===== config.mk =====
export PLATFORM = sky130hd
export DESIGN_NAME = ts_packet_sync_aligner
export DESIGN_NICKNAME = d
export VERILOG_FILES = /design/src/tspa_pkg.sv /design/src/ts_packet_sync_aligner.sv /design/src/tspa_cfg_regs.sv /design/src/tspa_delay_line.sv /design/src/tspa_align_ctrl.sv
export SDC_FILE = /design/constraint.sdc
export NUM_CORES = 2
export LEC_CHECK = 0
export BUFFER_PORTS_ARGS = -buffer_cell sky130_fd_sc_hd__buf_2
export CAP_MARGIN = 15
export CORE_ASPECT_RATIO = 1.1
export CORE_MARGIN = 3
export CORE_UTILIZATION = 45
export CTS_BUF_LIST = sky130_fd_sc_hd__clkbuf_2 sky130_fd_sc_hd__clkbuf_4 sky130_fd_sc_hd__clkbuf_8
export DETAILED_ROUTE_END_ITERATION = 12
export GPL_TIMING_DRIVEN = 0
export PLACE_DENSITY = 0.69
export SYNTH_ARGS = -nofsm -noshare
export SYNTH_HDL_FRONTEND = slang
export SYNTH_MEMORY_MAX_BITS = 65536
export SYNTH_SLANG_ARGS = --single-unit

===== constraint.sdc =====
create_clock -name clk -period 423.2 [get_ports clk]
set_input_delay 84.64 -clock clk [delete_from_list [all_inputs] [get_ports clk]]
set_output_delay 84.64 -clock clk [all_outputs]
set_load 0.02 [all_outputs]

===== src/tspa_pkg.sv =====
package tspa_pkg;

  localparam int BYTE_W = 8;
  localparam int LIMIT_W = 12;

  localparam logic [BYTE_W-1:0] SYNC_VALUE_RESET = 8'd71;
  localparam logic [LIMIT_W-1:0] SEARCH_LIMIT_RESET = 12'd564;
  localparam logic [LIMIT_W-1:0] SKIP_MAX = 12'hFFF;

  localparam int PADDR_W = 3;
  localparam int PDATA_W = 32;

  // Register index, taken from paddr[2].
  typedef enum logic {
    REG_SYNC_VALUE = 1'b0,
    REG_SEARCH_LIMIT = 1'b1
  } tspa_reg_t;

  typedef struct packed {
    logic [BYTE_W-1:0] sync_value;
    logic [LIMIT_W-1:0] search_limit;
  } tspa_cfg_t;

  // What the delay line shows about the byte under judgement.
  typedef struct packed {
    logic all_match;
    logic oldest_is_sync;
    logic [BYTE_W-1:0] oldest;
  } tspa_taps_t;

  typedef struct packed {
    logic byte_valid;
    logic [BYTE_W-1:0] out_byte;
    logic packet_start;
    logic packet_end;
    logic [LIMIT_W-1:0] skipped_bytes;
    logic search_gave_up;
  } tspa_result_t;

endpackage


===== src/ts_packet_sync_aligner.sv =====
// Transport stream sync aligner: raw stream bytes enter on the in channel, one
// beat per clock while in_stall is low, and pass through a delay line of
// (MATCH_COUNT-1)*PACKET_BYTES+1 bytes. While searching, the oldest byte starts
// a packet only when it and the bytes one to MATCH_COUNT-1 packet lengths later
// all equal sync_value; other bytes are dropped and counted, and a give-up beat
// (search_gave_up, no byte) is sent each time the count reaches search_limit.
// Once locked, every packet byte leaves with packet_start/packet_end marks, and
// a first byte that is not sync_value drops lock and that byte. No beat leaves
// until the line has filled, which takes the first (MATCH_COUNT-1)*PACKET_BYTES+1
// input beats. Each beat is held in an input register, judged by parallel tap
// compares and lands in the output register, so the block sustains one beat per
// clock whenever out_stall is low.
module ts_packet_sync_aligner #(
  parameter int PACKET_BYTES = 188,
  parameter int MATCH_COUNT = 4
) (
  input  logic clk,
  input  logic rst,
  input  logic in_valid,
  output logic in_stall,
  input  logic [tspa_pkg::BYTE_W-1:0] in_byte,
  output logic out_valid,
  input  logic out_stall,
  output logic byte_valid,
  output logic [tspa_pkg::BYTE_W-1:0] out_byte,
  output logic packet_start,
  output logic packet_end,
  output logic [tspa_pkg::LIMIT_W-1:0] skipped_bytes,
  output logic search_gave_up,
  input  logic psel,
  input  logic penable,
  input  logic pwrite,
  input  logic [tspa_pkg::PADDR_W-1:0] paddr,
  input  logic [tspa_pkg::PDATA_W-1:0] pwdata,
  output logic [tspa_pkg::PDATA_W-1:0] prdata,
  output logic pready
);
  import tspa_pkg::*;

  tspa_cfg_t cfg;
  tspa_taps_t taps;
  tspa_result_t result;
  logic shift_en;
  logic [BYTE_W-1:0] line_byte;

  tspa_cfg_regs u_cfg (
    .clk(clk),
    .rst(rst),
    .psel(psel),
    .penable(penable),
    .pwrite(pwrite),
    .paddr(paddr),
    .pwdata(pwdata),
    .prdata(prdata),
    .pready(pready),
    .cfg(cfg)
  );

  tspa_delay_line #(
    .PACKET_BYTES(PACKET_BYTES),
    .MATCH_COUNT(MATCH_COUNT)
  ) u_line (
    .clk(clk),
    .shift_en(shift_en),
    .new_byte(line_byte),
    .sync_value(cfg.sync_value),
    .taps(taps)
  );

  tspa_align_ctrl #(
    .PACKET_BYTES(PACKET_BYTES),
    .MATCH_COUNT(MATCH_COUNT)
  ) u_ctrl (
    .clk(clk),
    .rst(rst),
    .in_valid(in_valid),
    .in_stall(in_stall),
    .in_byte(in_byte),
    .out_valid(out_valid),
    .out_stall(out_stall),
    .result(result),
    .cfg(cfg),
    .shift_en(shift_en),
    .line_byte(line_byte),
    .taps(taps)
  );

  assign byte_valid = result.byte_valid;
  assign out_byte = result.out_byte;
  assign packet_start = result.packet_start;
  assign packet_end = result.packet_end;
  assign skipped_bytes = result.skipped_bytes;
  assign search_gave_up = result.search_gave_up;

endmodule


===== src/tspa_cfg_regs.sv =====
module tspa_cfg_regs (
  input  logic clk,
  input  logic rst,
  input  logic psel,
  input  logic penable,
  input  logic pwrite,
  input  logic [tspa_pkg::PADDR_W-1:0] paddr,
  input  logic [tspa_pkg::PDATA_W-1:0] pwdata,
  output logic [tspa_pkg::PDATA_W-1:0] prdata,
  output logic pready,
  output tspa_pkg::tspa_cfg_t cfg
);
  import tspa_pkg::*;

  tspa_reg_t reg_sel;
  logic wr_en;

  assign pready = 1'b1;
  assign reg_sel = tspa_reg_t'(paddr[2]);
  assign wr_en = psel && penable && pwrite;

  always_ff @(posedge clk) begin
    if (rst) begin
      cfg.sync_value <= SYNC_VALUE_RESET;
      cfg.search_limit <= SEARCH_LIMIT_RESET;
    end else if (wr_en) begin
      case (reg_sel)
        REG_SYNC_VALUE: cfg.sync_value <= pwdata[BYTE_W-1:0];
        REG_SEARCH_LIMIT: cfg.search_limit <= pwdata[LIMIT_W-1:0];
        default: ;
      endcase
    end
  end

  always_comb begin
    case (reg_sel)
      REG_SYNC_VALUE: prdata = {{(PDATA_W-BYTE_W){1'b0}}, cfg.sync_value};
      REG_SEARCH_LIMIT: prdata = {{(PDATA_W-LIMIT_W){1'b0}}, cfg.search_limit};
      default: prdata = '0;
    endcase
  end

endmodule


===== src/tspa_delay_line.sv =====
module tspa_delay_line #(
  parameter int PACKET_BYTES = 188,
  parameter int MATCH_COUNT = 4
) (
  input  logic clk,
  input  logic shift_en,
  input  logic [tspa_pkg::BYTE_W-1:0] new_byte,
  input  logic [tspa_pkg::BYTE_W-1:0] sync_value,
  output tspa_pkg::tspa_taps_t taps
);
  import tspa_pkg::*;

  // The incoming byte is the newest tap, so only the older bytes need storage.
  localparam int STORE_DEPTH = (MATCH_COUNT - 1) * PACKET_BYTES;

  logic [BYTE_W-1:0] line [STORE_DEPTH];
  logic [MATCH_COUNT-1:0] tap_hit;

  always_ff @(posedge clk) begin
    if (shift_en) begin
      line[0] <= new_byte;
      for (int i = 1; i < STORE_DEPTH; i++) begin
        line[i] <= line[i-1];
      end
    end
  end

  // Tap n sits n packet lengths after the oldest byte.
  for (genvar n = 0; n < MATCH_COUNT - 1; n++) begin : g_tap
    assign tap_hit[n] = (line[(MATCH_COUNT-1-n)*PACKET_BYTES-1] == sync_value);
  end
  assign tap_hit[MATCH_COUNT-1] = (new_byte == sync_value);

  assign taps.oldest = line[STORE_DEPTH-1];
  assign taps.oldest_is_sync = tap_hit[0];
  assign taps.all_match = &tap_hit;

endmodule


===== src/tspa_align_ctrl.sv =====
module tspa_align_ctrl #(
  parameter int PACKET_BYTES = 188,
  parameter int MATCH_COUNT = 4
) (
  input  logic clk,
  input  logic rst,
  input  logic in_valid,
  output logic in_stall,
  input  logic [tspa_pkg::BYTE_W-1:0] in_byte,
  output logic out_valid,
  input  logic out_stall,
  output tspa_pkg::tspa_result_t result,
  input  tspa_pkg::tspa_cfg_t cfg,
  output logic shift_en,
  output logic [tspa_pkg::BYTE_W-1:0] line_byte,
  input  tspa_pkg::tspa_taps_t taps
);
  import tspa_pkg::*;

  localparam int LINE_DEPTH = (MATCH_COUNT - 1) * PACKET_BYTES + 1;
  localparam int FILL_W = $clog2(LINE_DEPTH + 1);
  localparam int POS_W = $clog2(PACKET_BYTES);

  logic in_reg_valid;
  logic [BYTE_W-1:0] in_reg_byte;
  logic out_free;
  logic advance;

  logic [FILL_W-1:0] fill_count;
  logic [FILL_W-1:0] fill_count_next;
  logic locked;
  logic locked_next;
  logic [POS_W-1:0] position;
  logic [POS_W-1:0] position_next;
  logic [LIMIT_W-1:0] skip_count;
  logic [LIMIT_W-1:0] skip_count_next;
  logic [LIMIT_W-1:0] skip_inc;
  logic line_full;
  logic last_byte;
  logic res_valid;
  tspa_result_t res;

  assign out_free = !out_valid || !out_stall;
  assign advance = in_reg_valid && out_free;
  assign in_stall = in_reg_valid && !out_free;
  assign shift_en = advance;
  assign line_byte = in_reg_byte;

  // The line is full once this beat lands in it.
  assign line_full = (fill_count >= FILL_W'(LINE_DEPTH - 1));
  assign last_byte = (position == POS_W'(PACKET_BYTES - 1));
  assign skip_inc = (skip_count == SKIP_MAX) ? skip_count : skip_count + 1'b1;

  always_comb begin
    fill_count_next = line_full ? FILL_W'(LINE_DEPTH) : fill_count + 1'b1;
    locked_next = locked;
    position_next = position;
    skip_count_next = skip_count;
    res_valid = 1'b0;
    res = '0;
    if (line_full) begin
      if (locked) begin
        if (position == '0) begin
          if (!taps.oldest_is_sync) begin
            // Lost sync: drop this beat and restart the search.
            locked_next = 1'b0;
            skip_count_next = '0;
          end else begin
            position_next = POS_W'(1);
            res_valid = 1'b1;
            res.byte_valid = 1'b1;
            res.out_byte = taps.oldest;
            res.packet_start = 1'b1;
            res.packet_end = (PACKET_BYTES == 1);
          end
        end else begin
          position_next = last_byte ? '0 : position + 1'b1;
          res_valid = 1'b1;
          res.byte_valid = 1'b1;
          res.out_byte = taps.oldest;
          res.packet_end = last_byte;
        end
      end else if (taps.all_match) begin
        locked_next = 1'b1;
        skip_count_next = '0;
        position_next = POS_W'(1);
        res_valid = 1'b1;
        res.byte_valid = 1'b1;
        res.out_byte = taps.oldest;
        res.packet_start = 1'b1;
        res.packet_end = (PACKET_BYTES == 1);
        res.skipped_bytes = skip_count;
      end else if (skip_inc >= cfg.search_limit) begin
        skip_count_next = '0;
        res_valid = 1'b1;
        res.skipped_bytes = skip_inc;
        res.search_gave_up = 1'b1;
      end else begin
        skip_count_next = skip_inc;
      end
    end
  end

  always_ff @(posedge clk) begin
    if (rst) begin
      in_reg_valid <= 1'b0;
      out_valid <= 1'b0;
      fill_count <= '0;
      locked <= 1'b0;
      position <= '0;
      skip_count <= '0;
    end else begin
      if (!in_stall) begin
        in_reg_valid <= in_valid;
      end
      if (out_free) begin
        out_valid <= advance && res_valid;
      end
      if (advance) begin
        fill_count <= fill_count_next;
        locked <= locked_next;
        position <= position_next;
        skip_count <= skip_count_next;
      end
    end
  end

  always_ff @(posedge clk) begin
    if (in_valid && !in_stall) begin
      in_reg_byte <= in_byte;
    end
    if (advance && res_valid) begin
      result <= res;
    end
  end

endmodule


==> results.md <==
* Status: completed
* Via total after detailed routing at 49600
* CP startpoint kind: primary input
* Buf/Inv on CP at 3
* Cell area power density at 5.19 nW/um^2
* Final Slew Violations at 0
* Most used DFF post-synth: edfxtp_1
* Crit path depth at 4
* Postcts setup bufs at 0
* Final period utilization at 40.4%
* Routed length per instance at 17.6 um
* Antenna violations before repair at 16
* Clk sink count at 4597
* Max-slew headroom at the worst pin at 24.8%
* H-tree depth at 6
* CP Capture Type: output pin
* Post-Route Skew at 0.0894 ns
* Syn Area/Cell at 27.9 sq um
* Fin. Hold Viols at 0
* Clk root buf: clkbuf_8
* Final setup TNS at 0 ns
* Setup CP Type: primary input to output pin
* Critical path fanouts, max at 10
* Die Span Y at 591 um
* Via density at 4.68
* Pin count of the biggest net entering global routing at 38
* Crit path time final at 170.82 ns
* Synth-to-Final Area Change at 15.7%
* WP data arrival at 86.18 ns
* Routed WL at 187 mm
* DP Worst Slack at 252.35 ns
* Clk_lat worst skew at 1.02 ns
* Die area at 318000 sq um
* Clk buf depth at 4
* Max incr delay on CP at 0.66 ns
* Post-synth EDFFs at 4544
* Worst path slowest cell: clkbuf_1
* Core ar. at 310000 sq um
* Layout cells sized above 1 at 20.0%
* Final setup fails at 0
* RSZ-0062 raised after global routing: false
* Fmax at 5.85 MHz
* Worst reg2reg path depth at 28
* Post-synthesis cell type count at 59
* Nets at 6001
* Placer Congestion at 0.760
* Hold_buf cts at 0
* VDD IR max at 0.00000272 V
* CTS tree: done
* DRT Pass-1 Iters at 6
* CTS resizes at 0
* Register bit count reported by yosys at 4597
* Global-route wire length before repair at 291 mm
* Std cell rows at 214
* Warning count from the yosys run at 0
* Initial drt markers at 4307
* CP top delay family: buffers and inverters
* Crit path required time at 338.56 ns
* CTS buffer count at 663
* Initial core utilization at 45.3%
* CP dominant cell by count: buf_2
* Overflow after GRT at 0
* # DRC at 0
* Vias in the first global route at 49800
* Minimum hold slack at 0.327 ns
* Worst-Margin Slew at 1.12 ns
* Crit path cell chain: buf_2 > clkbuf_1 > mux2_2 > buf_2
* Post-synth ARST share at 0%
* Post-synthesis instance area at 140000 sq um
* Cells after synthesis at 5017
* Top-Level Pins at 109
* Worst-path clk slew at 0.06 ns
* Die X at 538 um
* Worst hold path class: flop to flop
* Port bufs at 65
* MaxCap Viol Count at 0
* DRT antenna net count at 0
* Final WS setup at 252.38 ns
* Leakage at 39.6 nW
* Hold path cells at 0
* Register area share after synthesis at 98.1%
* DP Wirelength at 93.5 mm
* Total GRT Usage at 11.6%
registers in the layout (all words and copies together) (netlist names):
name / count
u_ctrl.position: 8
u_ctrl.line_byte: 8
u_ctrl.result: 24
u_line.line: 4512
u_ctrl.in_reg_valid: 1
u_ctrl.fill_count: 10
u_ctrl.out_valid: 1
u_ctrl.locked: 1
u_cfg.cfg: 20
u_ctrl.skip_count: 12
worst register-to-register path: cells and delay by family (launching register included):
kind | cells | cell delay, ns
compound gates | 1 | 0.37
buf+inv | 27 | 5.73
flops | 1 | 0.50
per-layer routing:
layer	GRT usage, %	vias to the layer above	part of all wire, %
met4	6.27	0	4.5
met5	0	-	0
met1	17.7	25500	48
met2	15.5	1191	42
li1	-	22400	-
met3	2.64	492	4.8
layout by cell type (no fill, tap or decap), drive strengths merged, types with 5 or more instances in the layout:
cell,synthesis,layout
edfxtp,4544,4544
clkbuf,11,889
buf,28,261
clkinv,0,248
diode,0,57
dfxtp,53,53
nor2,49,49
inv,28,47
nand2,37,37
a21oi,29,29
conb,2,21
nand3,17,17
ha,17,17
clkinvlp,0,16
nand4,14,14
o21ai,14,14
nor3,13,13
xnor2,12,12
or3,11,11
xor2,11,11
a22o,11,11
bufinv,0,10
and2,10,10
mux2i,9,9
mux2,8,8
a211o,8,8
a32oi,8,8
and3,7,7
nor2b,6,6
a22oi,5,5
nand2b,5,5
worst paths after layout:
path	start	end	slack, ns
worst min register to register	u_line.line[5][273]	u_line.line[5][281]	0.33
worst min-delay path	u_line.line[5][273]	u_line.line[5][281]	0.33
worst max-delay path	paddr[2]	prdata[0]	252.38
worst max register to register	u_ctrl.out_valid	u_line.line[8][156]	416.30
power by group:
part / total, W / internal (W) / switching, W
Clock: 0.000330 / 0.000173 / 0.000157
Combinational: 0.0000133 / 0.00000399 / 0.00000931
Sequential: 0.000499 / 0.000498 / 0.000000346
Total: 0.000842 / 0.000675 / 0.000166
logic make-up (layout without fill, tap and decap cells):
kind of cell | Yosys count | in the layout | synth area share, %
multiplexers | 17 | 17 | 0.129
other | 2 | 78 | 0.00536
flip-flops | 4597 | 4597 | 98.1
buffers and inverters | 67 | 1471 | 0.245
AO/OA/AOI/OAI | 109 | 109 | 0.550
adder cells (fa/ha/maj) | 17 | 17 | 0.152
XOR/XNOR | 23 | 23 | 0.144
AND/OR/NAND/NOR | 185 | 185 | 0.680
per-stage QoR:
step           area, sq um  utilization, %  power, W  cells
2_1_floorplan       140000               -  0.000684   5036
3_3_place_gp        146000            47.1  0.000730   9205
3_5_place_dp        150000            48.3  0.000522   9373
4_1_cts             162000            52.3  0.000857  10500
5_1_grt             162000            52.4  0.000878  10600
6_report            162000            52.4  0.000842  10600
synthesized netlist by cell type, drive strengths merged (4+ instances only):
library cell,number,share of area (%)
nor2b,6,0.027
nand4,14,0.062
a21o,4,0.021
nor2,49,0.13
dfxtp,53,0.76
mux2,8,0.064
inv,28,0.075
nor4,4,0.029
xnor2,12,0.075
nand2b,5,0.022
nand2,37,0.099
and2,10,0.046
o21ai,14,0.050
or2,4,0.018
a21oi,29,0.10
a22oi,5,0.027
a31oi,4,0.018
a211o,8,0.050
a32oi,8,0.050
clkbuf,11,0.029
mux2i,9,0.064
xor2,11,0.069
buf,28,0.14
ha,17,0.15
a22o,11,0.069
nor3,13,0.054
or3,11,0.049
nand3,17,0.061
and3,7,0.031
edfxtp,4544,97
area by class of cell:
type                       count  area [sq um]
fill                       22800        147000
sequential                  4597        138000
clock buffer                 878         10800
tap                         4104          5130
timing repair buffer         233          4080
multi-input combinational    372          2420
clock inverter               293          1670
buffer                        39           240
antenna                       57           143
inverter                      28           105
(Power assumes the default switching activity.)
